## src/rtl/core/mmp_pkg.sv

```systemverilog
`default_nettype none
// ----------------------------------------------------------------------------
// mmp_pkg
// Types, codes and scaling helpers shared by the MIDI message parser.
// ----------------------------------------------------------------------------
package mmp_pkg;

  // Recognized status bytes and limits
  localparam logic [7:0] ST_NOTE   = 8'h90;
  localparam logic [7:0] ST_CTRL   = 8'hB0;
  localparam logic [7:0] ST_PITCH  = 8'hE0;
  localparam logic [7:0] NOTE_MAX  = 8'd124;
  localparam logic [7:0] CC_MOD    = 8'd1;
  localparam logic [7:0] CC_VOLUME = 8'd7;
  localparam logic [7:0] PITCH_D1  = 8'd0;

  // Request types
  localparam logic REQ_BYTE = 1'b0;
  localparam logic REQ_TICK = 1'b1;

  // Configuration register indexes
  typedef enum logic [1:0] {
    CFG_MOD_MODE   = 2'd0,
    CFG_LOOPER_EN  = 2'd1,
    CFG_HOLD_TICKS = 2'd2
  } cfg_index_t;

  // Reset values
  localparam logic [7:0] VOLUME_RST = 8'd120;
  localparam logic [7:0] PITCH_RST  = 8'd64;
  localparam logic [6:0] HOLD_RST   = 7'd90;

  // Result event codes
  typedef enum logic [2:0] {
    EV_NONE    = 3'd0,
    EV_ATTACK  = 3'd1,
    EV_RELEASE = 3'd2,
    EV_MOD     = 3'd3,
    EV_VOLUME  = 3'd4,
    EV_PITCH   = 3'd5,
    EV_LOOPER  = 3'd6
  } event_kind_t;

  typedef struct packed {
    logic [2:0] mod_mode;
    logic       looper_en;
    logic [6:0] hold_ticks;
  } cfg_t;

  typedef struct packed {
    logic [7:0]  held0;
    logic [7:0]  held1;
    logic [1:0]  fill;
    logic [14:0] modulation;
    logic [7:0]  volume;
    logic [7:0]  pitch;
    logic        looper_held;
    logic [6:0]  looper_ticks;
  } state_t;

  typedef struct packed {
    event_kind_t kind;
    logic [6:0]  note;
    logic [7:0]  velocity;
    logic [14:0] modulation;
    logic [7:0]  volume;
    logic [7:0]  pitch;
    logic        looper_active;
  } result_t;

  function automatic logic is_status(input logic [7:0] b);
    return (b == ST_NOTE) || (b == ST_CTRL) || (b == ST_PITCH);
  endfunction

  // Scale a modulation wheel data byte by the selected mode
  function automatic logic [14:0] scale_mod(input logic [2:0] mode, input logic [7:0] mv);
    logic [16:0] prod;
    logic [7:0]  inv;
    logic [14:0] res;
    prod = 17'd0;
    inv  = 8'd0;
    res  = 15'd0;
    unique case (mode)
      3'd1: begin
        prod = 17'(mv) * 17'd25;
        res  = 15'(prod >> 5);
      end
      3'd2: begin
        if (!mv[7]) begin
          inv  = 8'd128 - mv;
          prod = 17'(inv) * 17'd25;
          res  = 15'(prod >> 7) * 15'd1000;
        end
      end
      3'd3: begin
        prod = 17'(mv) * 17'd250;
        res  = 15'(prod >> 7);
      end
      3'd4, 3'd7: begin
        prod = 17'(mv) * 17'd50;
        res  = 15'(prod >> 7);
      end
      3'd5: begin
        prod = 17'(mv) * 17'd70;
        res  = 15'(prod >> 7);
      end
      3'd6: begin
        prod = 17'(mv) * 17'd300;
        res  = 15'(prod >> 7);
      end
      default: res = 15'd0;
    endcase
    return res;
  endfunction

endpackage
`default_nettype wire

```

## src/rtl/core/mmp_in_if.sv

```systemverilog
`default_nettype none
// ----------------------------------------------------------------------------
// mmp_in_if
// Input channel: one MIDI byte or one tick per transfer.
// ----------------------------------------------------------------------------
interface mmp_in_if;
  logic       valid;
  logic       ready;
  logic       req_type;
  logic [7:0] midi_byte;

  modport source (output valid, output req_type, output midi_byte, input ready);
  modport sink   (input valid, input req_type, input midi_byte, output ready);
endinterface
`default_nettype wire

```

## src/rtl/core/mmp_out_if.sv

```systemverilog
`default_nettype none
// ----------------------------------------------------------------------------
// mmp_out_if
// Result channel: one parser result per transfer.
// ----------------------------------------------------------------------------
interface mmp_out_if;
  logic        valid;
  logic        ready;
  logic [2:0]  event_kind;
  logic [6:0]  note_number;
  logic [7:0]  note_velocity;
  logic [14:0] modulation_value;
  logic [7:0]  volume_value;
  logic [7:0]  pitch_value;
  logic        looper_active;

  modport source (output valid, output event_kind, output note_number,
                  output note_velocity, output modulation_value,
                  output volume_value, output pitch_value,
                  output looper_active, input ready);
  modport sink   (input valid, input event_kind, input note_number,
                  input note_velocity, input modulation_value,
                  input volume_value, input pitch_value,
                  input looper_active, output ready);
endinterface
`default_nettype wire

```

## src/rtl/core/mmp_step.sv

```systemverilog
`default_nettype none
// ----------------------------------------------------------------------------
// mmp_step
// Next parser state and result for one byte or tick.
// ----------------------------------------------------------------------------
module mmp_step (
  input  wire mmp_pkg::cfg_t   cfg,
  input  wire mmp_pkg::state_t cur,
  input  wire logic            req_type,
  input  wire logic [7:0]      midi_byte,
  output mmp_pkg::state_t      nxt,
  output mmp_pkg::result_t     res
);
  import mmp_pkg::*;

  always_comb begin
    logic [6:0]  ticks_inc;
    event_kind_t kind;
    logic [6:0]  note;
    logic [7:0]  vel;

    nxt       = cur;
    kind      = EV_NONE;
    note      = 7'd0;
    vel       = 8'd0;
    ticks_inc = cur.looper_ticks + 7'd1;

    priority if (req_type == REQ_TICK) begin
      // advance the looper hold, release at the configured count
      if (cur.looper_held) begin
        nxt.looper_ticks = ticks_inc;
        if (ticks_inc >= cfg.hold_ticks) begin
          nxt.looper_ticks = 7'd0;
          nxt.looper_held  = 1'b0;
        end
      end
    end else if (cfg.looper_en) begin
      // drop the byte, start a hold if none is running
      if (!cur.looper_held) begin
        nxt.looper_held  = 1'b1;
        nxt.looper_ticks = 7'd0;
        kind             = EV_LOOPER;
      end
    end else if (cur.fill == 2'd0) begin
      nxt.held0 = midi_byte;
      nxt.fill  = 2'd1;
    end else if (cur.fill == 2'd1) begin
      nxt.held1 = midi_byte;
      nxt.fill  = 2'd2;
    end else begin
      // third byte completes a message
      nxt.fill = 2'd0;
      priority if (cur.held0 == ST_NOTE) begin
        if (cur.held1 <= NOTE_MAX) begin
          note = cur.held1[6:0];
          if (midi_byte == 8'd0) begin
            kind = EV_RELEASE;
          end else begin
            kind = EV_ATTACK;
            vel  = midi_byte;
          end
        end
      end else if (cur.held0 == ST_CTRL) begin
        if (cur.held1 == CC_MOD) begin
          nxt.modulation = scale_mod(cfg.mod_mode, midi_byte);
          kind           = EV_MOD;
        end else if (cur.held1 == CC_VOLUME) begin
          nxt.volume = midi_byte;
          kind       = EV_VOLUME;
        end
      end else if (cur.held0 == ST_PITCH) begin
        if (cur.held1 == PITCH_D1) begin
          nxt.pitch = midi_byte;
          kind      = EV_PITCH;
        end
      end else if (is_status(cur.held1)) begin
        // resync on the second byte, keep both trailing bytes
        nxt.held0 = cur.held1;
        nxt.held1 = midi_byte;
        nxt.fill  = 2'd2;
      end else if (is_status(midi_byte)) begin
        nxt.held0 = midi_byte;
        nxt.fill  = 2'd1;
      end else begin
        // no status behind it: drop all three bytes
        nxt.fill = 2'd0;
      end
    end

    res.kind          = kind;
    res.note          = note;
    res.velocity      = vel;
    res.modulation    = nxt.modulation;
    res.volume        = nxt.volume;
    res.pitch         = nxt.pitch;
    res.looper_active = nxt.looper_held;
  end

endmodule
`default_nettype wire

```

## src/rtl/core/midi_message_parser.sv

```systemverilog
`default_nettype none
// ----------------------------------------------------------------------------
// midi_message_parser
// MIDI channel message parser with modulation scaling and looper trigger.
// ----------------------------------------------------------------------------
// Usage:
//   in_port  : one transfer per raw MIDI byte (req_type 0) or tick (req_type 1).
//   out_port : exactly one result per input transfer, in order, carrying the
//              event code and the current modulation, volume, pitch and
//              looper state after that input.
//   cfg_*    : write-only register port (0 mod wheel mode, 1 looper trigger
//              enable, 2 looper hold ticks); write only while idle.
// Each result goes to the output register, or to the skid buffer while that
// register is stalled. Throughput is one item per cycle while out_port.ready
// holds, set by the single combinational step from state to output register.
// A one-entry skid buffer behind the output register keeps in_port.ready
// high while one result waits; ready drops only when both hold results.
// Reset (synchronous, active low) clears the message assembly, sets volume
// to 120, pitch to 64, modulation to 0, releases the looper and restores the
// register defaults; no results are pending afterward.
// ----------------------------------------------------------------------------
module midi_message_parser (
  input  wire logic       clk,
  input  wire logic       rst_n,
  mmp_in_if.sink          in_port,
  mmp_out_if.source       out_port,
  input  wire logic       cfg_we,
  input  wire logic [1:0] cfg_index,
  input  wire logic [6:0] cfg_wdata
);
  import mmp_pkg::*;

  cfg_t    cfg_r;
  state_t  state_r;
  state_t  state_nxt;
  result_t step_res;
  result_t out_r;
  result_t skid_r;
  logic    out_valid_r;
  logic    skid_valid_r;
  logic    in_xfer;
  logic    out_xfer;

  assign in_port.ready = !skid_valid_r;
  assign in_xfer       = in_port.valid && in_port.ready;
  assign out_xfer      = out_valid_r && out_port.ready;

  // Hold configuration registers
  always_ff @(posedge clk) begin
    if (!rst_n) begin
      cfg_r.mod_mode   <= 3'd0;
      cfg_r.looper_en  <= 1'b0;
      cfg_r.hold_ticks <= HOLD_RST;
    end else if (cfg_we) begin
      unique case (cfg_index_t'(cfg_index))
        CFG_MOD_MODE:   cfg_r.mod_mode   <= cfg_wdata[2:0];
        CFG_LOOPER_EN:  cfg_r.looper_en  <= cfg_wdata[0];
        CFG_HOLD_TICKS: cfg_r.hold_ticks <= cfg_wdata;
        default: ;
      endcase
    end
  end

  mmp_step u_step (
    .cfg       (cfg_r),
    .cur       (state_r),
    .req_type  (in_port.req_type),
    .midi_byte (in_port.midi_byte),
    .nxt       (state_nxt),
    .res       (step_res)
  );

  // Advance parser state on each input transfer
  always_ff @(posedge clk) begin
    if (!rst_n) begin
      state_r.held0        <= 8'd0;
      state_r.held1        <= 8'd0;
      state_r.fill         <= 2'd0;
      state_r.modulation   <= 15'd0;
      state_r.volume       <= VOLUME_RST;
      state_r.pitch        <= PITCH_RST;
      state_r.looper_held  <= 1'b0;
      state_r.looper_ticks <= 7'd0;
    end else if (in_xfer) begin
      state_r <= state_nxt;
    end
  end

  // Output register and skid valid flags
  always_ff @(posedge clk) begin
    if (!rst_n) begin
      out_valid_r  <= 1'b0;
      skid_valid_r <= 1'b0;
    end else begin
      if (!out_valid_r || out_xfer) begin
        out_valid_r  <= skid_valid_r || in_xfer;
        skid_valid_r <= 1'b0;
      end else if (in_xfer) begin
        skid_valid_r <= 1'b1;
      end
    end
  end

  // Output and skid payload
  always_ff @(posedge clk) begin
    if (!out_valid_r || out_xfer) begin
      out_r <= skid_valid_r ? skid_r : step_res;
    end else if (in_xfer) begin
      skid_r <= step_res;
    end
  end

  // Drive the result channel
  assign out_port.valid            = out_valid_r;
  assign out_port.event_kind       = out_r.kind;
  assign out_port.note_number      = out_r.note;
  assign out_port.note_velocity    = out_r.velocity;
  assign out_port.modulation_value = out_r.modulation;
  assign out_port.volume_value     = out_r.volume;
  assign out_port.pitch_value      = out_r.pitch;
  assign out_port.looper_active    = out_r.looper_active;

endmodule
`default_nettype wire
```

## src/flat_wrapper.sv

```systemverilog
// flat-port wrapper written by rule: the top's interface ports become plain ports
module midi_message_parser_flat import mmp_pkg::*;
  (clk, rst_n, cfg_we, cfg_index, cfg_wdata, in_port_valid, in_port_req_type, in_port_midi_byte, in_port_ready, out_port_valid, out_port_event_kind, out_port_note_number, out_port_note_velocity, out_port_modulation_value, out_port_volume_value, out_port_pitch_value, out_port_looper_active, out_port_ready);
  mmp_in_if in_port_i ();
  mmp_out_if out_port_i ();
  input  wire logic clk;
  input  wire logic rst_n;
  input  wire logic cfg_we;
  input  wire logic [1:0] cfg_index;
  input  wire logic [6:0] cfg_wdata;
  input wire logic [$bits(in_port_i.valid)-1:0] in_port_valid;
  input wire logic [$bits(in_port_i.req_type)-1:0] in_port_req_type;
  input wire logic [$bits(in_port_i.midi_byte)-1:0] in_port_midi_byte;
  output wire logic [$bits(in_port_i.ready)-1:0] in_port_ready;
  output wire logic [$bits(out_port_i.valid)-1:0] out_port_valid;
  output wire logic [$bits(out_port_i.event_kind)-1:0] out_port_event_kind;
  output wire logic [$bits(out_port_i.note_number)-1:0] out_port_note_number;
  output wire logic [$bits(out_port_i.note_velocity)-1:0] out_port_note_velocity;
  output wire logic [$bits(out_port_i.modulation_value)-1:0] out_port_modulation_value;
  output wire logic [$bits(out_port_i.volume_value)-1:0] out_port_volume_value;
  output wire logic [$bits(out_port_i.pitch_value)-1:0] out_port_pitch_value;
  output wire logic [$bits(out_port_i.looper_active)-1:0] out_port_looper_active;
  input wire logic [$bits(out_port_i.ready)-1:0] out_port_ready;
  assign in_port_i.valid = in_port_valid;
  assign in_port_i.req_type = in_port_req_type;
  assign in_port_i.midi_byte = in_port_midi_byte;
  assign in_port_ready = in_port_i.ready;
  assign out_port_valid = out_port_i.valid;
  assign out_port_event_kind = out_port_i.event_kind;
  assign out_port_note_number = out_port_i.note_number;
  assign out_port_note_velocity = out_port_i.note_velocity;
  assign out_port_modulation_value = out_port_i.modulation_value;
  assign out_port_volume_value = out_port_i.volume_value;
  assign out_port_pitch_value = out_port_i.pitch_value;
  assign out_port_looper_active = out_port_i.looper_active;
  assign out_port_i.ready = out_port_ready;
  midi_message_parser u_core (.clk(clk), .rst_n(rst_n), .in_port(in_port_i), .out_port(out_port_i), .cfg_we(cfg_we), .cfg_index(cfg_index), .cfg_wdata(cfg_wdata));
endmodule
```

## config.mk

```make
export PLATFORM = sky130hd
export DESIGN_NAME = midi_message_parser_flat
export DESIGN_NICKNAME = d
export VERILOG_FILES = /design/src/rtl/core/mmp_pkg.sv /design/src/rtl/core/mmp_in_if.sv /design/src/rtl/core/mmp_out_if.sv /design/src/rtl/core/mmp_step.sv /design/src/rtl/core/midi_message_parser.sv /design/src/flat_wrapper.sv
export SDC_FILE = /design/constraint.sdc
export NUM_CORES = 1
export LEC_CHECK = 0
export BUFFER_PORTS_ARGS = -buffer_cell sky130_fd_sc_hd__clkbuf_2
export CORE_MARGIN = 4
export CORE_UTILIZATION = 35
export DETAILED_ROUTE_END_ITERATION = 10
export GPL_TIMING_DRIVEN = 0
export PLACE_DENSITY = 0.5
export SYNTH_ARGS = -nofsm -noshare
export SYNTH_HDL_FRONTEND = slang
export SYNTH_SLANG_ARGS = --single-unit
```

## constraint.sdc

```tcl
create_clock -name clk -period 11.2 [get_ports clk]
set_input_delay 2.8 -clock clk [delete_from_list [all_inputs] [get_ports clk]]
set_output_delay 2.8 -clock clk [all_outputs]
set_load 0.005 [all_outputs]
```

==> flow_summary.toml <==
[critical_path]
criticalPathCategory = "in -> reg"
slowest_stage = "clkbuf_1"
worstRegToRegCells = 7
start_kind = "primary input"
worst-r2r-setup-slack_ns = 8.25
cp-startpoint = "in_port_midi_byte[0]"
timing.rr.end = "u_core.out_port.modulation_value[5]"
timing.rr.start = "u_core.cfg_r[9]"
path_max_fanout = 11
crit_arrival_ns = 10.79
slowest_delay_ns = 0.60
worstSetupEndpoint = "u_core.out_port.modulation_value[14]"
critPathCaptureType = "flop"
crit_required_ns = 11.42

[clock_tree]
ctsHoldBuffers = 0
post_cts_buffers = 0
path_clk_slew_ns = 0.06
numCtsBuffers = 17
cts_htree_levels = 4
cts_tree = "built"
clock_sinks = 170
cts_root_buffer = "clkbuf_16"
cts_buffer_depth = 2
cts_resized = 0
clk_latency_ns = 0.44

[floorplan]
initial_utilization = 0.357
dieArea_mm2 = 0.0397
io_pins = 75
die_h_um = 199
die_w_um = 199
core.rowCount = 69
core_mm2 = 0.0358

[status]
status = "finished clean"

[layout]
area_delta_synth_final_pct = 12.1
drive_gt1_frac = 0.138
final_util = 0.401
regArea_mm2 = 0.00440
diodes = 0
multi_input_area_mm2 = 0.00776
nFillCells = 3572
final_area_mm2 = 0.0144
layout.nets = 1589

[yosys]
synth_nets = 1496
synth_edf_count = 100
syn_inst = 1261
synth_common_cells = "ha_1, inv_1, edfxtp_1"
yosysMostFrequentCell = "ha_1"
yosys.area.top_type = "edfxtp_1"
synth.area.top_cells = "edfxtp_1, ha_1, dfxtp_1"
netlist.area_leader.share = 0.235
async_flop_share = 0
netlist_area_mm2 = 0.0128
ys_seq_area_frac = 0.344
synth_ff_type = "edfxtp_1"
yosysWarnings = 0
yosysUniqueCellTypes = 73
ys_ff_latch = 170
postSynthAreaPerCell_um2 = 10.2

[sta]
slew_headroom = 0.327
setup_slack_ns = 0.636
drv_slew = 0
rsz0062_at_grt = "no"
final-setup-viol-count = 0
tns_ns = 0
fin_crit_ns = 10.56
max_freq_ghz = 0.0947
whs_ns = 0.465
fin_crit_sh = 0.943
tightest_slew_ns = 1.00
finalHoldViolCount = 0
fin_skew_ns = 0.0118

[route]
routed-via-count = 9380
totalWireLength_um = 33100
first_pass_iters = 5
avgViaCountPerCell = 5.13
drt-wirelength-per-cell_um = 18.1
ant_nets = 0
drt_iter0_markers = 427
drc = 0

[global_routing]
grt_usage = 0.170
grt_max_degree = 35
grt-ovfl-total = 0
antenna_found_initial = 0
grt_pass1_wl_um = 52400
grt_pass1_vias = 9180

[pwr]
leakage_nw = 6.38
ir_worst_vdd_v = 0.000540
power_density_mw_per_mm2 = 229

[placed_design]
placed_cell_area_mm2 = 0.0138
io_buffer_count = 73
gp_congestion = 0.931
dp_slack_ns = -0.0136
post-dp-hpwl_um = 25900

[flow_run]
max-cap-violations = 0

[worst_hold_path]
hold_class = "reg -> reg"
cells in the final DEF (no fill, tap or decap), types with 17 or more instances in the layout:
cell type and n:
clkbuf_2 73, fa_1 48, clkbuf_16 17, mux2_2 44, edfxtp_1 100, nand3_1 34
a21oi_1 34, nand2_1 94, o211ai_1 18, nor2b_1 35, dfxtp_1 70, nor2_1 70
o21ai_0 51, mux2i_1 26, clkbuf_1 35, and2_1 22, nor3_1 22, xnor2_1 32
inv_1 134, ha_1 164
power breakdown:
part           internal, W  switching (W)
Clock             0.000314       0.000252
Combinational     0.000843        0.00119
Sequential        0.000683     0.00000916
Total              0.00184        0.00145
routing by layer:
layer  wire length (um)  up-vias  GRT usage
met2              15100      183      0.275
met1              16300     4512      0.246
met3               1170       29     0.0223
li1                   -     4656          -
met5                  0        -          0
met4                413        0     0.0370
critical path, delay by kind of cell:
| kind | cells | cell delay, ns |
|---|---|---|
| xor gates and xnor gates | 4 | 1.01 |
| and+or+nand+nor | 6 | 0.67 |
| AOI/OAI and AO/OA | 5 | 1.34 |
| adders and majority gates | 9 | 3.58 |
| buffers and inverters | 7 | 1.35 |
logic make-up (layout without fill, tap and decap cells):
family,Yosys count,count (layout),synth area share
simple gates,366,366,0.150
fa+ha+maj,212,212,0.235
compound gates,207,207,0.109
buf+inv,172,278,0.0507
flops,170,170,0.344
mux,86,86,0.0778
xor+xnor,48,48,0.0328
state kept, by name, summed over array words and instances, names as in the netlist:
signal / cells
u_core.state_r: 57
u_core.skid_r: 50
u_core.out_port.modulation_value: 15
u_core.cfg_r: 11
u_core.out_port.note_velocity: 8
u_core.out_port.pitch_value: 8
u_core.out_port.volume_value: 8
u_core.out_port.note_number: 7
u_core.out_port.event_kind: 3
u_core.out_port.looper_active: 1
u_core.out_port.valid: 1
u_core.skid_valid_r: 1
worst min path at each step:
stage / start / to / slack, ns / cells past startpoint
2_1_floorplan: u_core.state_r[33] / u_core.state_r[33] / 0.42 / 2
6_report: u_core.state_r[6] / u_core.state_r[6] / 0.47 / 2
5_1_grt: u_core.cfg_r[2] / u_core.cfg_r[2] / 0.50 / 2
4_1_cts: u_core.state_r[6] / u_core.state_r[6] / 0.47 / 2
3_3_place_gp: u_core.state_r[33] / u_core.state_r[33] / 0.44 / 2
3_5_place_dp: u_core.state_r[14] / u_core.state_r[14] / 0.45 / 2
per-stage QoR:
stage	total power [W]	cells
2_1_floorplan	0.00225	1261
3_3_place_gp	0.00271	1795
3_5_place_dp	0.00275	1797
4_1_cts	0.00333	1829
5_1_grt	0.00366	1828
6_report	0.00329	1828
layout make-up:
class                   count  area share
multi-input cells         919       0.541
repair buffers             75      0.0282
well taps                 461      0.0402
inverters                 135      0.0353
plain buffers              36     0.00967
clock inverters            12     0.00802
flip-flops and latches    170       0.307
clock buffers              20      0.0311
(Power assumes the default switching activity.)
